$ cat config.mk
export PLATFORM = sky130hd
export DESIGN_NAME = four_channel_tone_generator
export DESIGN_NICKNAME = d
export VERILOG_FILES = /design/src/rtl/fctg_pkg.sv /design/src/rtl/four_channel_tone_generator.sv
export VERILOG_INCLUDE_DIRS = /design/src /design/src/rtl
export SDC_FILE = /design/constraint.sdc
export NUM_CORES = 1
export LEC_CHECK = 0
export ABC_AREA = 1
export BUFFER_PORTS_ARGS = -buffer_cell sky130_fd_sc_hd__buf_2
export CELL_PAD_IN_SITES_DETAIL_PLACEMENT = 0
export CELL_PAD_IN_SITES_GLOBAL_PLACEMENT = 1
export CORE_MARGIN = 1.5
export CORE_UTILIZATION = 46
export DETAILED_ROUTE_END_ITERATION = 7
export PLACE_DENSITY_LB_ADDON = 0.15
export SLEW_MARGIN = 20
export SYNTH_ARGS = -nofsm -noshare
export SYNTH_HDL_FRONTEND = slang
export SYNTH_SLANG_ARGS = --single-unit
$ cat constraint.sdc
create_clock -name clk -period 5.28 [get_ports clk]
set_input_delay 0.264 -clock clk [delete_from_list [all_inputs] [get_ports clk]]
set_output_delay 0.264 -clock clk [all_outputs]
set_load 0.02 [all_outputs]
$ cat src/rtl/four_channel_tone_generator_assert.svh
// assertion macros for the tone generator
`ifndef FOUR_CHANNEL_TONE_GENERATOR_ASSERT_SVH
`define FOUR_CHANNEL_TONE_GENERATOR_ASSERT_SVH

// same-cycle implication, disabled during reset
`define FCTG_ASSERT_NOW(label, clk, rst_n, ante, cons, msg) \
  label: assert property (@(posedge clk) disable iff (!rst_n) (ante) |-> (cons)) \
    else $error(msg);

// next-cycle implication, disabled during reset
`define FCTG_ASSERT_NEXT(label, clk, rst_n, ante, cons, msg) \
  label: assert property (@(posedge clk) disable iff (!rst_n) (ante) |=> (cons)) \
    else $error(msg);

`endif

$ cat src/rtl/fctg_pkg.sv
package fctg_pkg;

  localparam int PRESCALE_LONG  = 114;
  localparam int PRESCALE_SHORT = 28;

  localparam int PRESC_W = 7;
  localparam int CNT_W   = 10;
  localparam int MIX_W   = 7;

  localparam int P4_W  = 7;
  localparam int P5_W  = 8;
  localparam int P9_W  = 12;
  localparam int P17_W = 20;

  localparam logic [3:0] REG_GLOBAL  = 4'd8;
  localparam logic [3:0] REG_CONSOLE = 4'd9;

  localparam logic [CNT_W-1:0] FAST_RELOAD_EXTRA = 10'd3;
  localparam logic [CNT_W-1:0] LINK_LOW_RELOAD   = 10'd255;
  localparam logic [17:0]      PAIR_RELOAD_EXTRA = 18'd6;

  // global control bits
  localparam int GC_PRESCALE_LONG = 0;
  localparam int GC_HP1           = 1;
  localparam int GC_HP0           = 2;
  localparam int GC_LINK23        = 3;
  localparam int GC_LINK01        = 4;
  localparam int GC_FAST2         = 5;
  localparam int GC_FAST0         = 6;
  localparam int GC_POLY9         = 7;

  // channel control bits
  localparam int CTRL_TOGGLE_ALWAYS = 7;
  localparam int CTRL_POLY4         = 6;
  localparam int CTRL_SQUARE        = 5;
  localparam int CTRL_VOL_ONLY      = 4;

  typedef logic [CNT_W-1:0] cnt_t;

  // returns {square, output} after an underflow
  function automatic logic [1:0] chan_update(input logic [7:0] ctrl, input logic sq,
                                             input logic p4, input logic p5,
                                             input logic p9, input logic p17,
                                             input logic sel9);
    logic sq_n;
    logic co_n;
    sq_n = sq ^ (ctrl[CTRL_TOGGLE_ALWAYS] | p5);
    if (ctrl[CTRL_SQUARE]) begin
      co_n = sq_n;
    end else if (ctrl[CTRL_POLY4]) begin
      co_n = p4;
    end else if (sel9) begin
      co_n = p9;
    end else begin
      co_n = p17;
    end
    return {sq_n, co_n};
  endfunction

endpackage

$ cat src/rtl/four_channel_tone_generator.sv
// a tick's result is registered in the output register, or in the skid entry if output is stalled
// throughput: one transaction per cycle while in_ready is high; register writes update state
// and give no result; a two-entry output buffer lets ticks keep flowing while one result
// waits; in_ready drops only when both entries are full
// reset (rst_n low, synchronous): counters, registers and out_valid clear, high-pass
// latches set to one, noise shift registers set to all ones, output buffer empty (data not reset)
module four_channel_tone_generator
  import fctg_pkg::*;
(
  input  logic             clk,
  input  logic             rst_n,
  input  logic             in_valid,
  output logic             in_ready,
  input  logic             in_mode,
  input  logic [3:0]       in_reg_index,
  input  logic [7:0]       in_write_value,
  output logic             out_valid,
  input  logic             out_ready,
  output logic [MIX_W-1:0] out_mix_level,
  output logic [3:0]       out_channel_bits
);

`include "four_channel_tone_generator_assert.svh"

  logic [PRESC_W-1:0] presc_r, presc_nxt;
  cnt_t               cnt_r [4];
  cnt_t               cnt_nxt [4];
  logic [7:0]         freq_r [4];
  logic [7:0]         freq_nxt [4];
  logic [7:0]         ctrl_r [4];
  logic [7:0]         ctrl_nxt [4];
  logic [7:0]         gc_r, gc_nxt;
  logic               console_r, console_nxt;
  logic [3:0]         sq_r, sq_nxt;
  logic [3:0]         co_r, co_nxt;
  logic [1:0]         hp_r, hp_nxt;
  logic [P4_W-1:0]    p4_r, p4_nxt;
  logic [P5_W-1:0]    p5_r, p5_nxt;
  logic [P9_W-1:0]    p9_r, p9_nxt;
  logic [P17_W-1:0]   p17_r, p17_nxt;
  logic [MIX_W-1:0]   mix_nxt;

  logic [3:0]         p4_sel;
  logic [3:0]         p5_sel;
  logic [3:0]         p9_sel;
  logic [3:0]         p17_sel;

  logic               out_v_r, out_v_nxt;
  logic [MIX_W-1:0]   out_mix_r, out_mix_nxt;
  logic [3:0]         out_bits_r, out_bits_nxt;
  logic               skid_v_r, skid_v_nxt;
  logic [MIX_W-1:0]   skid_mix_r, skid_mix_nxt;
  logic [3:0]         skid_bits_r, skid_bits_nxt;

  logic acc;
  logic acc_tick;
  logic acc_write;
  logic pop;

  assign in_ready  = !skid_v_r;
  assign acc       = in_valid && in_ready;
  assign acc_tick  = acc && !in_mode;
  assign acc_write = acc && in_mode;
  assign pop       = out_v_r && out_ready;

  assign out_valid        = out_v_r;
  assign out_mix_level    = out_mix_r;
  assign out_channel_bits = out_bits_r;

  // noise taps seen by channels 0 to 3
  assign p4_sel  = p4_r[3:0];
  assign p5_sel  = p5_r[3:0];
  assign p9_sel  = p9_r[3:0];
  assign p17_sel = p17_r[3:0];

  // register writes, channel state update and mix level
  always_comb begin
    logic       tick;
    logic       fast;
    logic       linked;
    logic [1:0] lo;
    logic [1:0] hi;
    logic [1:0] upd;
    logic [17:0] pv;
    logic       gate;

    presc_nxt   = presc_r;
    cnt_nxt     = cnt_r;
    freq_nxt    = freq_r;
    ctrl_nxt    = ctrl_r;
    gc_nxt      = gc_r;
    console_nxt = console_r;
    sq_nxt      = sq_r;
    co_nxt      = co_r;
    hp_nxt      = hp_r;
    p4_nxt      = p4_r;
    p5_nxt      = p5_r;
    p9_nxt      = p9_r;
    p17_nxt     = p17_r;
    mix_nxt     = {{(MIX_W-3){1'b0}}, console_r, 2'b00};
    tick        = (presc_r == '0);
    fast        = 1'b0;
    linked      = 1'b0;
    lo          = 2'd0;
    hi          = 2'd1;
    upd         = 2'b00;
    pv          = '0;
    gate        = 1'b0;

    if (acc_write) begin
      if (in_reg_index == REG_GLOBAL) begin
        gc_nxt = in_write_value;
        if (!in_write_value[GC_HP0]) begin
          hp_nxt[0] = 1'b1;
        end
        if (!in_write_value[GC_HP1]) begin
          hp_nxt[1] = 1'b1;
        end
      end else if (in_reg_index == REG_CONSOLE) begin
        console_nxt = in_write_value[0];
      end else if (!in_reg_index[3]) begin
        if (in_reg_index[0]) begin
          ctrl_nxt[in_reg_index[2:1]] = in_write_value;
        end else begin
          freq_nxt[in_reg_index[2:1]] = in_write_value;
        end
      end
    end

    if (acc_tick) begin
      if (tick) begin
        presc_nxt = gc_r[GC_PRESCALE_LONG] ? PRESC_W'(PRESCALE_LONG - 1)
                                           : PRESC_W'(PRESCALE_SHORT - 1);
      end else begin
        presc_nxt = presc_r - 1'b1;
      end

      for (int p = 0; p < 2; p++) begin
        lo     = 2'(2 * p);
        hi     = 2'(2 * p + 1);
        fast   = (p == 0) ? gc_r[GC_FAST0] : gc_r[GC_FAST2];
        linked = (p == 0) ? gc_r[GC_LINK01] : gc_r[GC_LINK23];
        if (!linked) begin
          if (fast || tick) begin
            if (cnt_nxt[lo] == '0) begin
              cnt_nxt[lo] = {2'b00, freq_r[lo]} + (fast ? FAST_RELOAD_EXTRA : '0);
              upd = chan_update(ctrl_r[lo], sq_nxt[lo], p4_sel[lo], p5_sel[lo],
                                p9_sel[lo], p17_sel[lo], gc_r[GC_POLY9]);
              sq_nxt[lo] = upd[1];
              co_nxt[lo] = upd[0];
              if (p == 1 && gc_r[GC_HP0]) begin
                hp_nxt[0] = co_nxt[0];
              end
            end else begin
              cnt_nxt[lo] = cnt_nxt[lo] - 1'b1;
            end
          end
          if (tick) begin
            if (cnt_nxt[hi] == '0) begin
              cnt_nxt[hi] = {2'b00, freq_r[hi]};
              upd = chan_update(ctrl_r[hi], sq_nxt[hi], p4_sel[hi], p5_sel[hi],
                                p9_sel[hi], p17_sel[hi], gc_r[GC_POLY9]);
              sq_nxt[hi] = upd[1];
              co_nxt[hi] = upd[0];
              if (p == 1 && gc_r[GC_HP1]) begin
                hp_nxt[1] = co_nxt[1];
              end
            end else begin
              cnt_nxt[hi] = cnt_nxt[hi] - 1'b1;
            end
          end
        end else if (fast || tick) begin
          if (cnt_nxt[lo] == '0) begin
            cnt_nxt[lo] = LINK_LOW_RELOAD;
            upd = chan_update(ctrl_r[lo], sq_nxt[lo], p4_sel[lo], p5_sel[lo],
                              p9_sel[lo], p17_sel[lo], gc_r[GC_POLY9]);
            sq_nxt[lo] = upd[1];
            co_nxt[lo] = upd[0];
            if (cnt_nxt[hi] == '0) begin
              pv = {2'b00, freq_r[hi], freq_r[lo]} + PAIR_RELOAD_EXTRA;
              cnt_nxt[lo] = {2'b00, pv[7:0]};
              cnt_nxt[hi] = pv[17:8];
              upd = chan_update(ctrl_r[hi], sq_nxt[hi], p4_sel[hi], p5_sel[hi],
                                p9_sel[hi], p17_sel[hi], gc_r[GC_POLY9]);
              sq_nxt[hi] = upd[1];
              co_nxt[hi] = upd[0];
            end else begin
              cnt_nxt[hi] = cnt_nxt[hi] - 1'b1;
            end
          end else begin
            cnt_nxt[lo] = cnt_nxt[lo] - 1'b1;
          end
        end
      end

      p4_nxt  = {p4_r[3] ^ p4_r[4], p4_r[P4_W-1:1]};
      p5_nxt  = {p5_r[3] ^ p5_r[5], p5_r[P5_W-1:1]};
      p9_nxt  = {p9_r[3] ^ p9_r[7], p9_r[P9_W-1:1]};
      p17_nxt = {p17_r[3] ^ p17_r[6], p17_r[P17_W-1:1]};
    end

    for (int k = 0; k < 4; k++) begin
      gate = co_nxt[k];
      if (k < 2) begin
        gate = gate ^ hp_nxt[k];
      end
      gate = gate | ctrl_r[k][CTRL_VOL_ONLY];
      if (gate) begin
        mix_nxt = mix_nxt + {{(MIX_W-4){1'b0}}, ctrl_r[k][3:0]};
      end
    end
  end

  // two-entry output buffer
  always_comb begin
    out_v_nxt     = out_v_r;
    out_mix_nxt   = out_mix_r;
    out_bits_nxt  = out_bits_r;
    skid_v_nxt    = skid_v_r;
    skid_mix_nxt  = skid_mix_r;
    skid_bits_nxt = skid_bits_r;
    if (!out_v_r || pop) begin
      if (skid_v_r) begin
        out_v_nxt    = 1'b1;
        out_mix_nxt  = skid_mix_r;
        out_bits_nxt = skid_bits_r;
        skid_v_nxt   = 1'b0;
      end else if (acc_tick) begin
        out_v_nxt    = 1'b1;
        out_mix_nxt  = mix_nxt;
        out_bits_nxt = co_nxt;
      end else begin
        out_v_nxt = 1'b0;
      end
    end else if (acc_tick) begin
      skid_v_nxt    = 1'b1;
      skid_mix_nxt  = mix_nxt;
      skid_bits_nxt = co_nxt;
    end
  end

  always_ff @(posedge clk) begin
    if (!rst_n) begin
      presc_r   <= '0;
      cnt_r     <= '{default: '0};
      freq_r    <= '{default: '0};
      ctrl_r    <= '{default: '0};
      gc_r      <= '0;
      console_r <= 1'b0;
      sq_r      <= '0;
      co_r      <= '0;
      hp_r      <= '1;
      p4_r      <= '1;
      p5_r      <= '1;
      p9_r      <= '1;
      p17_r     <= '1;
      out_v_r   <= 1'b0;
      skid_v_r  <= 1'b0;
    end else begin
      presc_r   <= presc_nxt;
      cnt_r     <= cnt_nxt;
      freq_r    <= freq_nxt;
      ctrl_r    <= ctrl_nxt;
      gc_r      <= gc_nxt;
      console_r <= console_nxt;
      sq_r      <= sq_nxt;
      co_r      <= co_nxt;
      hp_r      <= hp_nxt;
      p4_r      <= p4_nxt;
      p5_r      <= p5_nxt;
      p9_r      <= p9_nxt;
      p17_r     <= p17_nxt;
      out_v_r   <= out_v_nxt;
      skid_v_r  <= skid_v_nxt;
    end
  end

  always_ff @(posedge clk) begin
    out_mix_r   <= out_mix_nxt;
    out_bits_r  <= out_bits_nxt;
    skid_mix_r  <= skid_mix_nxt;
    skid_bits_r <= skid_bits_nxt;
  end

  `FCTG_ASSERT_NOW(a_skid_needs_out, clk, rst_n, skid_v_r, out_v_r,
    "skid entry held while output register empty")
  `FCTG_ASSERT_NOW(a_mix_range, clk, rst_n, out_v_r, out_mix_r <= MIX_W'(64),
    "mix level above full scale")
  `FCTG_ASSERT_NEXT(a_write_no_result, clk, rst_n, acc_write && !out_v_r, !out_v_r,
    "register write produced a result")
  `FCTG_ASSERT_NOW(a_presc_range, clk, rst_n, 1'b1, presc_r < PRESC_W'(PRESCALE_LONG),
    "prescaler out of range")

endmodule
* Yosys cells after proc, flatten, opt, wreduce, memory -nomap -nowiden
Index checks and enable logic that the tools add are counted.
Word-level totals: bits in registers 201, input bits 17
Operators by class: add/sub/neg operators 13, order comparisons 2, equality and inequality tests 6, mux-type cells 91, bitwise logic cells 25, reductions and logical operators 32
Operators by type and width (number):
- 2-to-1 mux 10 bit | 14
- 2-to-1 mux 20 bit | 4
- bitwise mux 32 bit | 2
- 2-to-1 mux 7 bit | 7
- zero test 10 bit | 4
- subtractor 10 x 1 -> 10 bit (second input constant) | 4
- 2-to-1 mux 1 bit | 38
- 2-to-1 mux 2 bit | 18
- adder 16 x 3 -> 17 bit (second input constant) | 2
- 2-to-1 mux 8 bit | 3
- adder 7 x 4 -> 7 bit | 3
- adder 8 x 2 -> 9 bit | 2
- demux 8 bit (select 2 bit) | 1
- 2-to-1 mux 4 bit | 3
- AND reduction 2 bit | 5
- AND reduction 5 bit | 2
- XOR 1 bit | 10
- AND reduction 3 bit | 3
- equality test 4 bit (second input constant) | 2
- != test 2 x 1 -> 1 bit (second input constant) | 4
- OR 1 bit | 8
- AND reduction 4 bit | 2
- zero test 7 bit | 1
- subtractor 7 x 1 -> 7 bit (second input constant) | 1
- other kinds (11) | 26

* Logic depth before layout (Yosys ltp)
Gate-level depths: netlist of run 1.
word-level depth 23, gate-level depth with buffers 42, mapped depth without buffers 42

* Worst setup path before layout of run 1
No wires, ideal clock.
path type reg-to-reg, start point reg presc_r[0], end point reg skid_mix_r[5], data pin, library setup time 0.255 ns, arrival 4.128 ns, path slack 0.898 ns, cell stages (with the launch flop) 41, path buffers 0, clock period less this slack 4.382 ns, cells stage by stage dfxtp_1 inv_1 ha_1 inv_2 nor2_1 nand3_4 nand2_2 nand2_2 inv_1 nand2_1 nand2_1 nand2_1 nand2_1 nand2_1 nand3_2 inv_1 nor2_1 ha_1 [5 not listed] nand2_1 ha_1 a21oi_1 inv_1 a31oi_1 inv_1 nor2_1 o21ai_0 and2_1 ha_1 nand2_1 nand2_1 nand2_1 inv_1 nand3_1 inv_1 nand2_1 and2_1
On the way: cells in the longest elaborated chain, start to end 18, elaborated cells on any way between the ends 33
RTL lines:
- from (decl) | line four_channel_tone_generator.sv:25 | logic [PRESC_W-1:0] presc_r, presc_nxt;
- from (signal assigned) | line four_channel_tone_generator.sv:260 | presc_r <= presc_nxt;
- zero test 7 bit (*) | line four_channel_tone_generator.sv:101 | tick = (presc_r == '0);
- logical OR 1 bit | line four_channel_tone_generator.sv:144, four_channel_tone_generator.sv:172
- 2-to-1 mux 1 bit or 2-to-1 mux 2 bit (tied branches) | line four_channel_tone_generator.sv:144, four_channel_tone_generator.sv:172
- 2-to-1 mux 2 bit | line four_channel_tone_generator.sv:143 | if (!linked) begin
- 2-to-1 mux 1 bit | line four_channel_tone_generator.sv:151 | if (p == 1 && gc_r[GC_HP0]) begin
- 2-to-1 mux 1 bit | line four_channel_tone_generator.sv:145 | if (cnt_nxt[lo] == '0) begin
- 2-to-1 mux 1 bit | line four_channel_tone_generator.sv:144 | if (fast || tick) begin
- 2-to-1 mux 2 bit | line four_channel_tone_generator.sv:143
- [3 not listed]
- 2-to-1 mux 5 bit | line four_channel_tone_generator.sv:208 | if (gate) begin
- adder 7 x 4 -> 7 bit | line four_channel_tone_generator.sv:209 | mix_nxt = mix_nxt + {{(MIX_W-4){1'b0}}, ctrl_r[k][3:0]};
- 2-to-1 mux 7 bit | line four_channel_tone_generator.sv:208
- adder 7 x 4 -> 7 bit | line four_channel_tone_generator.sv:209
- 2-to-1 mux 7 bit | line four_channel_tone_generator.sv:208
- adder 7 x 4 -> 7 bit | line four_channel_tone_generator.sv:209
- 2-to-1 mux 7 bit (*) | line four_channel_tone_generator.sv:208
- named net mix_nxt[5] | line four_channel_tone_generator.sv:41 | logic [MIX_W-1:0] mix_nxt;
- to (signal assigned) | line four_channel_tone_generator.sv:281 | skid_mix_r <= skid_mix_nxt;
- to (decl) | line four_channel_tone_generator.sv:52 | logic [MIX_W-1:0] skid_mix_r, skid_mix_nxt;
The timed path passes the listed nets; every way through them passes the cells marked *. A chain may end at the register's enable or synchronous reset.

* Worst setup path after layout of run 1
start point reg cnt_r[0] (netlist name), end point reg skid_mix_r[5], data pin
On the way: cells in the longest elaborated chain, start to end 12, elaborated cells on any way between the ends 19
RTL lines:
- from (decl) | line four_channel_tone_generator.sv:26 | cnt_t cnt_r [4];
- from (signal assigned) | line four_channel_tone_generator.sv:261 | cnt_r <= cnt_nxt;
- zero test 10 bit (*) | line four_channel_tone_generator.sv:159, four_channel_tone_generator.sv:179
- 2-to-1 mux 1 bit | line four_channel_tone_generator.sv:159 | if (cnt_nxt[hi] == '0) begin
- 2-to-1 mux 1 bit | line four_channel_tone_generator.sv:158 | if (tick) begin
- 2-to-1 mux 2 bit | line four_channel_tone_generator.sv:143
- 2-to-1 mux 2 bit | line four_channel_tone_generator.sv:130 | if (acc_tick) begin
- XOR 1 bit | line four_channel_tone_generator.sv:205 | gate = gate ^ hp_nxt[k];
- OR 1 bit | line four_channel_tone_generator.sv:207 | gate = gate | ctrl_r[k][CTRL_VOL_ONLY];
- 2-to-1 mux 7 bit | line four_channel_tone_generator.sv:208
- adder 7 x 4 -> 7 bit | line four_channel_tone_generator.sv:209
- 2-to-1 mux 7 bit | line four_channel_tone_generator.sv:208
- adder 7 x 4 -> 7 bit | line four_channel_tone_generator.sv:209
- 2-to-1 mux 7 bit (*) | line four_channel_tone_generator.sv:208
- named net mix_nxt[5] | line four_channel_tone_generator.sv:41
Marked as above.

==> results.cfg, run 1 <==
[status]
outcome = finished, final reports clean

[die]
initial_utilization = 0.4734
dieHeight_um = 153.8
core.rowCount = 54
chipWidth_um = 153.8
core-area_mm2 = 0.02209
die-area_mm2 = 0.02365
io-pin-count = 30

[finish]
nets = 1495
multi_input_area_mm2 = 0.005359
utilization = 0.5236
nFillCells = 2242
n_antenna_cell = 0
final_cell_area_mm2 = 0.01157
seqCellArea_mm2 = 0.004244
stdcell_count = 1740
drive_gt1_frac = 0.1000
area_growth_pct = 10.61

[pwr]
power_frac_clock = 0.380
p_comb_frac = 0.194
p_sw_frac = 0.3015
p_switching_mw = 1.181
p_int_mw = 2.736
power_density_mw_per_mm2 = 338.6
p_seq_frac = 0.427
p_leak_nw = 5.068
p_total_mw = 3.918
irDropWorstVdd_mv = 0.2125

[worst_setup_path]
crit_fanout = 9
worst_path_max_delay_cell = fa_1
worstPathArrival_ns = 4.99
cp_slowest_stage_delay_ns = 0.41
crit_top_cell = nand2_1
endpoint_kind = flop
start_kind = flop
critPathRequiredTime_ns = 5.54
path_class = flop to flop

[synthesis]
synthDistinctLibCells = 61
synth-seq-cells = 201
ys_async_sr_fraction = 0
synth_edf_count = 22
syn_area_per_cell_um2 = 7.309
syn_nets = 1480
syn_inst = 1431
synth_ff_type = dfxtp_1
synth.cell_area_mm2 = 0.01046
yosysSeqAreaShare = 0.4058
synth_warnings = 0

[sta]
setup_slack_ns = 0.5531
setup_violations = 0
finalCriticalPeriod_ns = 4.727
worst_slew_pin_slew_ns = 1.034
hold_viol_final = 0
fin_hold_ws_ns = 0.05098
drv_slew = 0
tns_ns = 0
fmax_mhz = 211.6
maxSlewHeadroom = 0.3079
finClkSkew_ns = 0.01244
fin_crit_sh = 0.8952
rsz0062_at_grt = false

[clock_tree]
cts_tree = yes
postCtsSetupBuffers = 0
cts.htree.levels = 1
cts_buffers = 23
clock-sinks = 201
clockBufferDepth = 3
ctsResizeCount = 0
ctsHoldBuffers = 0
insertion_delay_ns = 0.52
clkTransAtPathRegs_ns = 0.06
root_buffer = clkbuf_16

[flow_run]
drv_cap = 0

[place]
dp_cells = 1701
hpwl_mm = 18.53
portBuffers = 29
place_area_mm2 = 0.01084
dp_slack_ns = 0.4314
place_congestion = 0.8619

[global_routing]
grt_overflow = 0
antenna_found_initial = 0
grt_pass1_vias = 8496
grt_max_degree = 70
track_usage = 0.2258
grt_first_pass_wirelength_mm = 43.65

[routing]
wirelength_mm = 26.29
drc = 0
dr.pass1.iters = 5
avgViaCountPerCell = 5.218
ant_nets = 0
avgRoutedWirePerCell_um = 15.11
drt_iter0_markers = 543
vias = 9080

[worst_hold_path]
hold_class = primary input to flop
==> synthesized netlist by cell type, types with 19 or more instances <==
master | number | area share
nand2_1 | 259 | 0.093
nand3_1 | 84 | 0.040
nor3_1 | 22 | 0.011
ha_1 | 28 | 0.033
inv_1 | 169 | 0.061
dfxtp_1 | 179 | 0.34
clkbuf_1 | 42 | 0.015
o21ai_0 | 153 | 0.073
a21oi_1 | 153 | 0.073
xor2_1 | 19 | 0.016
edfxtp_1 | 22 | 0.063
nor2_1 | 121 | 0.043
==> placed cells by master, fill, tap and decap left out, types with 6 or more instances in the layout <==
cell type	Yosys	routed
nand2_1	259	259
o221ai_1	7	7
nand2_2	14	14
nand4_1	7	7
clkbuf_1	42	11
xnor2_1	10	10
a31oi_1	13	12
dfxtp_1	179	179
o21ai_0	153	153
inv_1	169	168
ha_1	28	25
a21oi_1	153	152
inv_2	9	9
edfxtp_1	22	22
buf_4	1	12
xor2_1	19	19
clkbuf_16	0	23
nor2_2	13	15
o211ai_1	11	11
nand3_1	84	83
nor3_1	22	22
nor2_1	121	119
o21ai_2	7	7
a211oi_1	9	9
buf_2	1	28
nand3_2	5	6
==> registers in the layout, indices dropped and copies added (netlist names) <==
register and count:
cnt_r 40, ctrl_r 32, freq_r 32, p17_r 20, p9_r 12, gc_r 8
p5_r 8, out_mix_level 7, p4_r 7, presc_r 7, skid_mix_r 7, co_r 4
out_channel_bits 4, skid_bits_r 4, sq_r 4, hp_r 2, console_r 1, out_valid 1
skid_v_r 1
==> power by group through the flow <==
stage	clock, mW	sequential, mW	combinational, mW
floorplan	0	1.70	0.557
global placement	0	1.70	0.749
detailed placement	0	1.70	0.756
CTS	1.52	1.67	0.759
global route	1.58	1.68	0.865
finish	1.49	1.67	0.758
==> metal layers <==
layer  share of wire  track usage  wire, µm
met4           0.018      0.04901       478
met2            0.44       0.3592     11470
met5               0            0         0
met3           0.033      0.02565       861
met1            0.51       0.3290     13480
==> critical path: cells and delay by family, from the launching register on <==
kind | cells | cell delay, ns
AOI/OAI and AO/OA | 1 | 0.34
buffers and inverters | 4 | 0.30
DFF | 1 | 0.31
and+or+nand+nor | 20 | 2.25
adders and majority gates | 4 | 1.13
xor gates and xnor gates | 1 | 0.17
==> layout make-up <==
class	instances	share of cell area
clock inverter	3	0.003785
sequential	201	0.3669
tap	280	0.03028
inverter	184	0.06078
clock buffer	36	0.05516
multi-input combinational	996	0.4632
timing repair buffer	40	0.01990
==> cell families (layout without fill, tap and decap cells) <==
group | count (synthesis) | in the layout | share of synthesized area
buffers and inverters | 234 | 263 | 0.08637
xor gates and xnor gates | 29 | 29 | 0.02428
adders and majority gates | 32 | 32 | 0.04115
DFF | 201 | 201 | 0.4058
and+or+nand+nor | 554 | 554 | 0.2393
AOI/OAI and AO/OA | 381 | 381 | 0.2031
==> final timing paths <==
check                    startpoint            end  slack [ns]  depth (start not counted)
setup / recovery           cnt_r[0]  skid_mix_r[5]        0.55                         30
setup reg to reg           cnt_r[0]  skid_mix_r[5]        0.55                         30
hold / removal    in_write_value[5]     freq_r[13]        0.05                          3
hold reg to reg           cnt_r[39]      cnt_r[39]        0.43                          1
Power figures use the tool's default switching activity.
==> run 2: changes to the inputs <==
--- a/config.mk
+++ b/config.mk
@@ -8,10 +8,8 @@
 export LEC_CHECK = 0
 export ABC_AREA = 1
 export BUFFER_PORTS_ARGS = -buffer_cell sky130_fd_sc_hd__buf_2
-export CELL_PAD_IN_SITES_DETAIL_PLACEMENT = 0
-export CELL_PAD_IN_SITES_GLOBAL_PLACEMENT = 1
 export CORE_MARGIN = 1.5
-export CORE_UTILIZATION = 46
+export CORE_UTILIZATION = 63
 export DETAILED_ROUTE_END_ITERATION = 7
 export PLACE_DENSITY_LB_ADDON = 0.15
 export SLEW_MARGIN = 20
==> results.cfg, run 2 (synthesis results as in run 1) <==
[clock_tree]
root_buffer = clkbuf_16
cts_buffers = 22
ctsHoldBuffers = 0
clkTransAtPathRegs_ns = 0.07
clock-sinks = 201
insertion_delay_ns = 0.50
cts.htree.levels = 1
cts_tree = yes
clockBufferDepth = 3

[worst_hold_path]
hp-start = in_write_value[5]
holdPathEnd = freq_r[13]
hold_depth = 3
hold_class = primary input to flop

[pwr]
p_seq_frac = 0.429
power_frac_clock = 0.379
p_leak_nw = 5.068
power_density_mw_per_mm2 = 339.2
p_sw_frac = 0.2997
p_int_mw = 2.726
p_comb_frac = 0.192
p_switching_mw = 1.167
p_total_mw = 3.893
irDropWorstVdd_mv = 0.2715

[die]
dieHeight_um = 131.8
io-pin-count = 30
initial_utilization = 0.6513
core.rowCount = 46
chipWidth_um = 131.8
die-area_mm2 = 0.01738
core-area_mm2 = 0.01606

[finish]
final_common_cell = nand2_1
largest_reg_flops = 40
n_antenna_cell = 0
mostFrequentLayoutCells = nand2_1, dfxtp_1, inv_1
nets = 1492
top_regs = cnt_r (40), ctrl_r (32), freq_r (32)
regMostFlops = cnt_r
area_growth_pct = 9.738
drive_gt1_frac = 0.1010

[place]
portBuffers = 29
place_congestion = 0.9347
hpwl_mm = 17.46
dp_slack_ns = 0.4117

[global_routing]
track_usage = 0.2890
antenna_found_initial = 0
grt_max_degree = 74
grt_overflow = 0
grt_pass1_vias = 8725
grt_first_pass_wirelength_mm = 41.93

[flow_run]
drv_cap = 0

[worst_setup_path]
critPathRequiredTime_ns = 5.54
r2r_start = presc_r[0]
cp_slowest_stage_delay_ns = 0.38
path_class = flop to flop
worstPathArrival_ns = 5.08
reg2reg_depth = 40
r2r_slack_ns = 0.46
crit_fanout = 8
start_kind = flop
cp-startpoint = presc_r[0]
crit_top_cell = nand2_1
worst_path_max_delay_cell = dfxtp_1
endpoint_kind = flop
r2r_end = skid_mix_r[5]

[status]
outcome = finished, final reports clean

[routing]
wirelength_mm = 25.20
vias = 9441
ant_nets = 0
avgRoutedWirePerCell_um = 15.07
drt_iter0_markers = 733
avgViaCountPerCell = 5.647
dr.pass1.iters = 6
drc = 0

[sta]
maxSlewHeadroom = 0.3223
finalCriticalPeriod_ns = 4.822
hold_viol_final = 0
drv_slew = 0
setup_slack_ns = 0.4578
tns_ns = 0
fin_hold_ws_ns = 0.05440
fmax_mhz = 207.4
finClkSkew_ns = 0.01041
fin_crit_sh = 0.9133
setup_violations = 0
worst_slew_pin_slew_ns = 1.013
run 2: worst max path at each step:
| stage | to | slack [ns] |
|---|---|---|
| after global placement | skid_mix_r[5] | 0.64 |
| after global routing | skid_mix_r[5] | -0.01 |
| after detailed placement | skid_mix_r[5] | 0.41 |
| after CTS | skid_mix_r[5] | 0.37 |
| after floorplan | skid_mix_r[5] | 0.90 |
| final | skid_mix_r[5] | 0.46 |
run 2: cell type report:
type	instances	area [µm²]
Multi-Input combinational cell	996	5358
Fill cell	1322	4581
Tap cell	216	270.3
Clock inverter	8	68.82
Clock buffer	29	618.1
Timing Repair Buffer	38	215.2
Inverter	184	703.2
Sequential cell	201	4244
run 2: power by group through the flow:
stage / registers [mW] / logic [mW] / clock network [mW]
after floorplan: 1.70 / 0.557 / 0
after detailed placement: 1.70 / 0.731 / 0
after CTS: 1.67 / 0.735 / 1.49
after global routing: 1.68 / 0.842 / 1.56
after global placement: 1.70 / 0.718 / 0
final: 1.67 / 0.746 / 1.48
run 2: timing repair:
| item | 4_1_cts | 5_1_grt |
|---|---|---|
| resized for setup | 0 | 8 |
| endpoints found under the setup margin | 0 | 6 |
| buffers inserted | 0 | 0 |
run 2: critical path, delay by kind of cell (launching register included):
family,cells,cell delay (ns)
compound gates,3,0.40
fa+ha+maj,5,1.10
flops,1,0.38
simple gates,23,2.03
buf+inv,9,0.67
run 2: metal layers:
metal,up-vias,share of wire,global-route usage
li1,4804,-,-
met2,270,0.45,0.4632
met3,62,0.054,0.04191
met4,0,0.033,0.1086
met1,4305,0.46,0.3975
met5,-,0,0
run 2: metrics by stage:
| step | utilization | cell area (µm²) | cells |
|---|---|---|---|
| 4_1_cts | 0.7119 | 11430 | 1672 |
| 3_5_place_dp | 0.6691 | 10740 | 1635 |
| 2_1_floorplan | - | 10460 | 1431 |
| 3_3_place_gp | 0.6691 | 10740 | 1635 |
| 6_report | 0.7147 | 11480 | 1672 |
| 5_1_grt | 0.7147 | 11480 | 1672 |
